--- src/rtl/csd_pkg.sv ---
// ----------------------------------------------------------------------------
// csd_pkg - shared types and constants of the CTU split decision block
// Field widths, register map, back end states and the quadtree index helper.
// ----------------------------------------------------------------------------
package csd_pkg;

  localparam int UNIT_EDGE_DEF   = 64;
  localparam int DEPTH_LIMIT_DEF = 3;

  localparam int SAMPLE_W = 8;
  localparam int POS_W    = 6;
  localparam int SIZE_W   = 7;
  localparam int DEPTH_W  = 2;
  localparam int DC_W     = 8;
  localparam int COST_W   = 20;

  localparam int CFG_ADDR_W = 3;
  localparam int CFG_DATA_W = 32;

  // register index = paddr[2]
  localparam logic REG_MAX_SPLIT_DEPTH = 1'b0;
  localparam logic [DEPTH_W-1:0] MAX_SPLIT_DEPTH_RST = 2'd3;

  typedef enum logic [2:0] {
    BK_IDLE,
    BK_COST,
    BK_DRAIN,
    BK_CHECK,
    BK_READ,
    BK_OUT
  } back_state_e;

  typedef struct packed {
    logic [DC_W-1:0]   dc;
    logic [COST_W-1:0] cost;
  } node_t;

  typedef struct packed {
    logic cost_busy;
    logic tok_pop;
  } back_stat_t;

  typedef struct packed {
    logic               valid;
    logic [POS_W-1:0]   row;
    logic [POS_W-1:0]   col;
    logic [SIZE_W-1:0]  size;
    logic [DEPTH_W-1:0] depth;
    logic [DC_W-1:0]    dc;
    logic [COST_W-1:0]  cost;
    logic               last;
  } leaf_t;

  // Raster index of a level-k node from finest-grid coordinates.
  function automatic logic [5:0] node_idx(input int k, input int dl,
                                          input logic [2:0] r, input logic [2:0] c);
    logic [5:0] rs;
    logic [5:0] cs;
    rs = {3'b000, r} >> (dl - k);
    cs = {3'b000, c} >> (dl - k);
    return (rs << k) | cs;
  endfunction

endpackage

--- src/rtl/csd_ram.sv ---
// ----------------------------------------------------------------------------
// csd_ram - generic simple dual port RAM
// One write port, one read port with registered read data.
// ----------------------------------------------------------------------------
module csd_ram #(
  parameter int WIDTH = 8,
  parameter int DEPTH = 64
) (
  input  logic                     clk_i,
  input  logic                     we_i,
  input  logic [$clog2(DEPTH)-1:0] waddr_i,
  input  logic [WIDTH-1:0]         wdata_i,
  input  logic [$clog2(DEPTH)-1:0] raddr_i,
  output logic [WIDTH-1:0]         rdata_o
);

  logic [WIDTH-1:0] mem_q [DEPTH];

  always_ff @(posedge clk_i) begin
    if (we_i) begin
      mem_q[waddr_i] <= wdata_i;
    end
    rdata_o <= mem_q[raddr_i];
  end

endmodule

--- src/rtl/csd_back.sv ---
// ----------------------------------------------------------------------------
// csd_back - cost pass and quadtree walk
// Re-reads the unit, forms all level costs and split flags, emits leaves.
// ----------------------------------------------------------------------------
module csd_back #(
  parameter int UNIT_EDGE   = csd_pkg::UNIT_EDGE_DEF,
  parameter int DEPTH_LIMIT = csd_pkg::DEPTH_LIMIT_DEF
) (
  input  logic                                    clk_i,
  input  logic                                    rst_ni,
  input  logic                                    tok_valid_i,
  input  logic [csd_pkg::DEPTH_W-1:0]             tok_limit_i,
  output csd_pkg::back_stat_t                     stat_o,
  output logic [2*$clog2(UNIT_EDGE)-1:0]          smp_raddr_o,
  input  logic [csd_pkg::SAMPLE_W-1:0]            smp_rdata_i,
  output logic [DEPTH_LIMIT-1:0]                  dc_row_o,
  output logic [DEPTH_LIMIT-1:0]                  dc_col_o,
  input  logic [DEPTH_LIMIT:0][csd_pkg::DC_W-1:0] dc_i,
  output csd_pkg::leaf_t                          leaf_o
);
  import csd_pkg::*;

  localparam int LOG2E = $clog2(UNIT_EDGE);
  localparam int AW    = 2 * LOG2E;
  localparam int DL    = DEPTH_LIMIT;
  localparam int NCOL  = 1 << DL;
  localparam int FIW   = 2 * DL;
  localparam int ZW    = 2 * DL;
  localparam int CIW   = (DL > 1) ? 2 * (DL - 1) : 1;
  localparam int NCRS  = 1 << CIW;

  back_state_e state_q, state_d;

  logic [DEPTH_W-1:0] lim_q;
  logic [AW-1:0]      ra_q, ra1_q;
  logic               v1_q;
  logic [ZW-1:0]      z_q;
  logic [DEPTH_W-1:0] d_q;
  node_t              leaf_nd_q;

  logic [COST_W-1:0] cacc_q [DL+1][NCOL];
  logic [COST_W-1:0] cacc_d [DL+1][NCOL];
  logic [COST_W-1:0] csum_q [DL][NCOL];
  logic [COST_W-1:0] csum_d [DL][NCOL];
  node_t             ncr_q  [DL][NCRS];
  logic              split_q [DL][NCRS];

  // cost pass, stage one
  logic [LOG2E-1:0]  row1, col1, mask;
  logic [DL-1:0]     row_f, col_f;
  logic              done [DL+1];
  logic [DL-1:0]     ci   [DL+1];
  logic [DC_W-1:0]   diff [DL+1];
  logic [COST_W-1:0] cst  [DL+1];
  logic [COST_W-1:0] psum [DL];
  logic [5:0]        idx  [DL+1];
  node_t             fine_rd;

  // walk
  logic [DL-1:0]      row_w, col_w;
  logic [5:0]         widx [DL+1];
  logic               sp, descend;
  logic [ZW:0]        zn;
  logic               ovf;
  logic [DEPTH_W-1:0] dn;
  node_t              coarse_sel, leaf_nd;
  logic [LOG2E-1:0]   rfull, cfull;

  assign row1  = ra1_q[AW-1:LOG2E];
  assign col1  = ra1_q[LOG2E-1:0];
  assign row_f = row1[LOG2E-1 -: DL];
  assign col_f = col1[LOG2E-1 -: DL];

  always_comb begin
    mask = '0;
    for (int k = 0; k <= DL; k++) begin
      mask    = LOG2E'((1 << (LOG2E - k)) - 1);
      done[k] = ((row1 & mask) == mask) && ((col1 & mask) == mask);
      ci[k]   = col_f >> (DL - k);
      diff[k] = (smp_rdata_i >= dc_i[k]) ? (smp_rdata_i - dc_i[k]) : (dc_i[k] - smp_rdata_i);
      cst[k]  = cacc_q[k][ci[k]] + COST_W'(diff[k]);
      idx[k]  = node_idx(k, DL, 3'(row_f), 3'(col_f));
    end
    for (int k = 0; k < DL; k++) begin
      psum[k] = csum_q[k][ci[k]] + cst[k+1];
    end
  end

  always_comb begin
    cacc_d = cacc_q;
    csum_d = csum_q;
    if (v1_q) begin
      for (int k = 0; k <= DL; k++) begin
        cacc_d[k][ci[k]] = done[k] ? '0 : cst[k];
      end
      for (int k = 0; k < DL; k++) begin
        if (done[k+1]) begin
          csum_d[k][ci[k]] = done[k] ? '0 : psum[k];
        end
      end
    end
  end

  // walk: z holds the quadrant digits, top level in the upper bits
  always_comb begin
    for (int j = 0; j < DL; j++) begin
      row_w[j] = z_q[2*j+1];
      col_w[j] = z_q[2*j];
    end
    for (int k = 0; k <= DL; k++) begin
      widx[k] = node_idx(k, DL, 3'(row_w), 3'(col_w));
    end
    sp         = 1'b0;
    coarse_sel = ncr_q[0][widx[0][CIW-1:0]];
    for (int k = 0; k < DL; k++) begin
      if (d_q == DEPTH_W'(k)) begin
        sp         = split_q[k][widx[k][CIW-1:0]];
        coarse_sel = ncr_q[k][widx[k][CIW-1:0]];
      end
    end
    descend = (d_q < lim_q) && sp;
    zn  = {1'b0, z_q} + ((ZW+1)'(1) << (2 * (DL - int'(d_q))));
    ovf = zn[ZW];
    dn  = d_q;
    for (int j = DL; j >= 1; j--) begin
      if (dn == DEPTH_W'(j) && zn[2*(DL-j) +: 2] == 2'b00) begin
        dn = DEPTH_W'(j - 1);
      end
    end
  end

  always_comb begin
    state_d = state_q;
    unique case (state_q)
      BK_IDLE:  if (tok_valid_i) state_d = BK_COST;
      BK_COST:  if (&ra_q) state_d = BK_DRAIN;
      BK_DRAIN: state_d = BK_CHECK;
      BK_CHECK: if (!descend) state_d = BK_READ;
      BK_READ:  state_d = BK_OUT;
      BK_OUT:   state_d = ovf ? BK_IDLE : BK_CHECK;
      default:  state_d = BK_IDLE;
    endcase
  end

  always_ff @(posedge clk_i or negedge rst_ni) begin
    if (!rst_ni) begin
      state_q <= BK_IDLE;
      v1_q    <= 1'b0;
      for (int k = 0; k <= DL; k++) begin
        for (int j = 0; j < NCOL; j++) begin
          cacc_q[k][j] <= '0;
        end
      end
      for (int k = 0; k < DL; k++) begin
        for (int j = 0; j < NCOL; j++) begin
          csum_q[k][j] <= '0;
        end
        for (int j = 0; j < NCRS; j++) begin
          split_q[k][j] <= 1'b0;
        end
      end
    end else begin
      state_q <= state_d;
      v1_q    <= (state_q == BK_COST);
      cacc_q  <= cacc_d;
      csum_q  <= csum_d;
      for (int k = 0; k < DL; k++) begin
        if (v1_q && done[k]) begin
          split_q[k][idx[k][CIW-1:0]] <= (cst[k] > psum[k]);
        end
      end
    end
  end

  always_ff @(posedge clk_i) begin
    ra1_q <= ra_q;
    for (int k = 0; k < DL; k++) begin
      if (v1_q && done[k]) begin
        ncr_q[k][idx[k][CIW-1:0]] <= '{dc: dc_i[k], cost: cst[k]};
      end
    end
    unique case (state_q)
      BK_IDLE: begin
        lim_q <= tok_limit_i;
        ra_q  <= '0;
      end
      BK_COST:  ra_q <= ra_q + AW'(1);
      BK_DRAIN: begin
        z_q <= '0;
        d_q <= '0;
      end
      BK_CHECK: if (descend) d_q <= d_q + DEPTH_W'(1);
      BK_READ:  leaf_nd_q <= coarse_sel;
      BK_OUT: begin
        z_q <= zn[ZW-1:0];
        d_q <= dn;
      end
      default: ;
    endcase
  end

  csd_ram #(
    .WIDTH ($bits(node_t)),
    .DEPTH (1 << FIW)
  ) u_cost_ram (
    .clk_i   (clk_i),
    .we_i    (v1_q && done[DL]),
    .waddr_i (idx[DL][FIW-1:0]),
    .wdata_i ({dc_i[DL], cst[DL]}),
    .raddr_i ({row_w, col_w}),
    .rdata_o (fine_rd)
  );

  assign smp_raddr_o = ra_q;
  assign dc_row_o    = ra_q[AW-1 -: DL];
  assign dc_col_o    = ra_q[LOG2E-1 -: DL];

  always_comb begin
    stat_o.cost_busy = (state_q == BK_COST) || (state_q == BK_DRAIN);
    stat_o.tok_pop   = (state_q == BK_IDLE) && tok_valid_i;
    leaf_nd      = (d_q == DEPTH_W'(DL)) ? fine_rd : leaf_nd_q;
    rfull        = {row_w, {(LOG2E-DL){1'b0}}};
    cfull        = {col_w, {(LOG2E-DL){1'b0}}};
    leaf_o.valid = (state_q == BK_OUT);
    leaf_o.row   = POS_W'(rfull);
    leaf_o.col   = POS_W'(cfull);
    leaf_o.size  = SIZE_W'(UNIT_EDGE) >> d_q;
    leaf_o.depth = d_q;
    leaf_o.dc    = leaf_nd.dc;
    leaf_o.cost  = leaf_nd.cost;
    leaf_o.last  = ovf;
  end

endmodule

--- config.mk ---
export PLATFORM = sky130hd
export DESIGN_NAME = csd_back
export DESIGN_NICKNAME = d
export VERILOG_FILES = /design/src/rtl/csd_pkg.sv /design/src/rtl/csd_ram.sv /design/src/rtl/csd_back.sv
export SDC_FILE = /design/constraint.sdc
export NUM_CORES = 2
export LEC_CHECK = 0
export BUFFER_PORTS_ARGS = -buffer_cell sky130_fd_sc_hd__buf_4
export CORE_ASPECT_RATIO = 1.75
export CORE_MARGIN = 10
export CORE_UTILIZATION = 34
export CTS_CLUSTER_DIAMETER = 80
export DETAILED_ROUTE_END_ITERATION = 16
export MAX_ROUTING_LAYER = met4
export PLACE_DENSITY = 0.53
export SLEW_MARGIN = 20
export SYNTH_ARGS = -nofsm -noshare
export SYNTH_HDL_FRONTEND = slang
export SYNTH_SLANG_ARGS = --single-unit
--- constraint.sdc ---
create_clock -name clk_i -period 9.3 [get_ports clk_i]
set_input_delay 0.465 -clock clk_i [delete_from_list [all_inputs] [get_ports clk_i]]
set_output_delay 0.465 -clock clk_i [all_outputs]
set_load 0.02 [all_outputs]
Yosys cells after proc, flatten, opt, wreduce, memory -nomap -nowiden. Memory sizes are Yosys's and may differ from the RTL's. A register that Yosys moved wholly into a read port is not among the register bits. Index checks and enable logic that the tools add are counted.

Flip-flop bits (word level): 939. Memory bits (writable): 3136. Input bits: 45. Output and inout bits: 71. Logic and storage cells: 279. Memories kept: 2.

Memories: u_cost_ram.mem_q (words 64, width 28, read ports 1, clocked after memory_dff 1, write ports 1, line csd_ram.sv:17) `logic [WIDTH-1:0] mem_q [DEPTH];`; ncr_q (words 3, width 448, read ports 3, clocked after memory_dff 0, write ports 3, line csd_back.sv:45) `node_t ncr_q [DL][NCRS];`.

$add $sub $neg: 19. Order comparisons: 20. Equality and inequality tests: 22. Shift-type cells: 2. Muxes and demuxes: 85. Bitwise gates (word level): 12. Reduce and logical (&&, ||, !) cells: 33.

Operator list (count): $mux W448 (2); $bwmux W160 (5); $mux W20 (20); $bmux W20 S3 (5); $mux W28 (9); $bmux W28 S4 (2); $demux W28 S4 (2); $demux W20 S3 (3); $add A20 B8 Y20 (4); $sub A8 B8 Y8 (8); $add A20 B20 Y20 (3); $gt A20 B20 Y1 (3); $bwmux W16 (2); $ge A8 B8 Y1 (4); $mux W8 (4); $shl A1 B32 Y7 const A (1); $pmux W12 S2 (1); $ge A5 B5 Y1 const B (4); $logic_and A1 B1 Y1 (18); $pmux W3 S6 (1); $mux W1 (15); $add A12 B1 Y12 const B (1); $eq A3 B3 Y1 const B (4); $eq A6 B6 Y1 const B (2); other kinds (37) (70).

Depth between registers and ports, before layout.
Depth after elaboration: 13. Mapped depth: 39. Mapped depth without buffers: 38.

Hierarchy. A second synthesis with hierarchy kept.

Cell total of the unflattened synthesis: 7322. Area, all modules: 123587.3 um^2.

By module, submodules not included: csd_ram (instances 1, cells each 3105, area each 69188.9 um^2, seq. area each 54372.1 um^2); csd_back (instances 1, cells each 4217, area each 54398.4 um^2, seq. area each 31034.8 um^2).

Worst setup path before layout. OpenSTA, ideal clock, no wires.

Path kind: reg-to-reg. From: register ra1_q[3]. To: register split_q[8] in the netlist's numbering. Library setup time: 0.125 ns. Arrival: 9.523 ns. Required time: 9.175 ns. Path slack: -0.347 ns. Cell stages (with the launch flop): 35. Path buffers: 6. Period minus slack after synthesis: 9.647 ns. Cell sequence: dfxtp_1 buf_4 buf_2 buf_2 buf_1 clkbuf_1 mux2_2 a221oi_1 o22ai_1 ha_1 fa_1 a21o_1 a21oi_1 o21bai_1 a21oi_1 o21ai_1 xnor2_1 ha_1 a21o_1 a21o_1 a21o_1 a31oi_1 o21bai_1 a21oi_1 xor2_1 ha_1 a21o_1 a21o_1 a21oi_1 nor2b_1 o21ai_0 nand3_1 o211a_1 clkbuf_1 mux2_2.

RTL lines: from (decl) (line csd_back.sv:35) `logic [AW-1:0] ra_q, ra1_q;`; from (signal assigned) (line csd_back.sv:176) `ra1_q <= ra_q;`; to (signal, indexed assignment) (line csd_back.sv:169) `split_q[k][idx[k][CIW-1:0]] <= (cst[k] > psum[k]);`; to (decl) (line csd_back.sv:46) `logic split_q [DL][NCRS];`.

==> key figures <==
Outcome
  – Outcome: finished clean

Clocking
  – H-tree depth: 5
  – Number of gates resized after cts: 0
  – Library cell used as clock root buffer: sky130_fd_sc_hd__clkbuf_16
  – Clock-pin slew reported for the worst setup and hold paths after clock tree synthesis: 0.06 ns
  – Cts bufs inserted: 273
  – Post CTS Setup Buffer Count: 0
  – Number of clock sinks: 2935
  – Largest buffer count on any clock path: 4
  – TritonCTS clock tree: yes
  – Later-pin clock latency in the skew report: 0.90 ns

Place
  – Final GP Congestion: 0.888
  – IO Port Bufs: 106
  – Setup slack at placement: 0.341 ns
  – HPWL Detailed: 235000 um

Pwr
  – Leakage power summed over all cells: 0.0485 uW
  – Peak ir drop on the vdd network: 1.05 mV
  – Ratio of total power to cell area: 349 nW/um^2
  – Power consumption: 48700 uW

Cells and area
  – Layout area overhead: 14.0%
  – Share of the core filled with cells in the final layout: 38.9%
  – Filler cells: 32400
  – Most frequent cells in the layout: 2430 x sky130_fd_sc_hd__edfxtp_1, 818 x sky130_fd_sc_hd__mux4_2, 617 x sky130_fd_sc_hd__nand2_1
  – Most common library cell in the layout ignoring fill and taps: sky130_fd_sc_hd__edfxtp_1
  – Total Nets Final: 7345
  – Proportion of layout cells with a drive suffix above 1: 24.8%

Timing
  – Peak clock frequency supported by timing: 116 MHz
  – Max-slew headroom: 18.9%
  – Final setup violation count: 0
  – Worst path setup slack after routing: 0.662 ns
  – Minimum clock period: 8.64 ns
  – Final-layout setup total negative slack: 0 ns
  – Unrepaired setup endpoints after global routing: no
  – Maximum clock skew at final layout: 0.0785 ns
  – Slew @ Worst Pin: 1.21 ns
  – Final hold viol count: 0
  – Final max-slew violation count: 0
  – Fin Hold WS: 0.121 ns
  – Ratio of final minimum period to clock period: 92.9%

Floorplan
  – Overall die area: 385000 sq um
  – Placeable Area: 359000 sq um
  – I/O Pins: 116
  – Die span in y: 813 um
  – Initial Util: 34.1%
  – Row count: 291
  – Horiz. Die Dim: 473 um

Logic synthesis
  – Commonest register cell after synthesis: sky130_fd_sc_hd__edfxtp_1
  – EDFF count, synth: 2430
  – Post-synth ARST share: 15.8%
  – Top cell type's share of synthesized area: 59.7%
  – Sequential fraction of the synthesis area: 69.9%
  – Count of different cell masters after synthesis: 82
  – Cells taking the most area after synthesis: sky130_fd_sc_hd__edfxtp_1 60%, sky130_fd_sc_hd__mux4_2 15%, sky130_fd_sc_hd__dfrtp_1 9.5%
  – Mean instance size in the synthesized netlist: 18.0 sq um
  – Count of mapped cells out of synthesis: 6773
  – Cell area after synthesis: 122000 sq um
  – Synth Warn #: 0
  – Number of synthesized register bits: 2935
  – Top cell type by total area after synthesis: sky130_fd_sc_hd__edfxtp_1

Drt
  – Router iterations before antenna repair: 5
  – Routed len/inst: 30.7 um
  – Post-detailed-route via-to-cell ratio: 5.46
  – Detailed-route wire length: 367000 um
  – 1st-iter DRT viols: 5436
  – Number of nets with antenna violations after detailed routing: 0
  – DRC: 0
  – Via total after detailed routing: 65300

Global route
  – Wire length of the first global-routing pass: 522000 um
  – Initial antenna violation count: 18
  – Aggregate global-route resource usage: 19.3%
  – Maximum number of pins on one net before global-route repair: 168
  – Vias in the first global route: 69200
  – Final global-route overflow total: 0

Setup path
  – Worst endpoint data arrival time: 9.45 ns
  – Sort of element at the end of the critical path: flip-flop
  – Required time of the critical path: 10.11 ns
  – Buffer and inverter count on the worst path: 6
  – CP max stage delay: 0.60 ns
  – Cell with the biggest individual delay on the critical path: sky130_fd_sc_hd__dlygate4sd3_1
  – Setup Crit Path Kind: in -> reg
  – Top delay family on crit path: compound AO/OA/AOI/OAI gates
  – Crit start category: input pin
  – Highest fanout seen on the critical path: 18

Hold path
  – Hold/Removal Path Class: in -> reg

Job
  – Max-cap violations: 0
## layout make-up
class                   count  area, sq um  area share [%]
flip-flops and latches   2935        85400            61.3
multi-input cells        3350        35900            25.8
clock buffers             362         7520            5.40
well taps                4688         5870            4.21
repair buffers            373         3010            2.16
clock inverters           122         1150           0.825
inverters                 132          495           0.355
diodes                      9         22.5          0.0162
## logic make-up (layout without fill, tap and decap cells)
group / Yosys count / after routing / share of synthesized area, %
flops: 2935 / 2935 / 69.9
simple gates: 1068 / 1068 / 3.75
mux: 990 / 990 / 16.6
compound gates: 887 / 887 / 4.46
buf+inv: 496 / 989 / 1.61
fa+ha+maj: 235 / 235 / 2.50
xor+xnor: 161 / 161 / 1.20
other cells: 1 / 18 / 0.00307
## flip-flops by register name (all words and copies together) (netlist names), 2 cells and up
signal / flops
cacc_q: 300
csum_q: 140
d_q: 2
leaf_nd_q: 28
lim_q: 2
ncr_q: 588
ra1_q: 12
smp_raddr_o: 12
split_q: 21
state_q: 3
u_cost_ram.mem_q: 1792
u_cost_ram.rdata_o: 28
z_q: 6
## stage by stage
| stage | cell area, sq um | std cells |
|---|---|---|
| finish | 139000 | 12000 |
| global placement | 130000 | 11400 |
| floorplan | 122000 | 6781 |
| detailed placement | 130000 | 11400 |
| CTS | 139000 | 12000 |
| global route | 139000 | 12000 |
## where the power goes
part           internal (uW)  switching (uW)
Combinational           5110           12900
Clock                   6260            5010
Sequential             19000             465
## routing by layer
metal | vias up | global-route usage, % | part of all wire (%)
met5 | - | - | 0
met4 | 0 | 7.11 | 4.2
li1 | 27500 | - | -
met3 | 607 | 2.05 | 4.0
met2 | 1856 | 35.6 | 55
met1 | 35400 | 21.4 | 37
## worst paths after layout
| kind | start | endpoint | slack (ns) | cells after the start |
|---|---|---|---|---|
| hold reg to reg | cacc_q[248] | cacc_q[248] | 0.47 | 2 |
| min in group asynchronous | rst_ni | cacc_q[47] | 0.15 | 2 |
| setup reg to reg | ra1_q[4] | split_q[5] | 1.15 | 29 |
| setup / recovery | dc_i[16] | split_q[28] | 0.66 | 35 |
| hold / removal | dc_i[17] | ncr_q[0][973] | 0.12 | 2 |
| max in group asynchronous | rst_ni | csum_q[476] | 6.59 | 5 |
## cells in the mapped netlist (71+ instances only)
cell / n
sky130_fd_sc_hd__mux2i_1: 71
sky130_fd_sc_hd__inv_1: 130
sky130_fd_sc_hd__buf_1: 75
sky130_fd_sc_hd__mux4_2: 818
sky130_fd_sc_hd__o31ai_1: 73
sky130_fd_sc_hd__nor2_1: 196
sky130_fd_sc_hd__nand2_1: 625
sky130_fd_sc_hd__ha_1: 220
sky130_fd_sc_hd__dfrtp_1: 465
sky130_fd_sc_hd__mux2_2: 99
sky130_fd_sc_hd__clkbuf_1: 255
sky130_fd_sc_hd__edfxtp_1: 2430
sky130_fd_sc_hd__a21oi_1: 135
sky130_fd_sc_hd__xnor2_1: 93
sky130_fd_sc_hd__o21ai_0: 403
## timing repair
action,in CTS,in global routing
endpoints found under the setup margin,0,0
hold buffers,28,0
endpoints found under the hold margin,286,0
No activity file was read; power rests on OpenSTA's default activity.
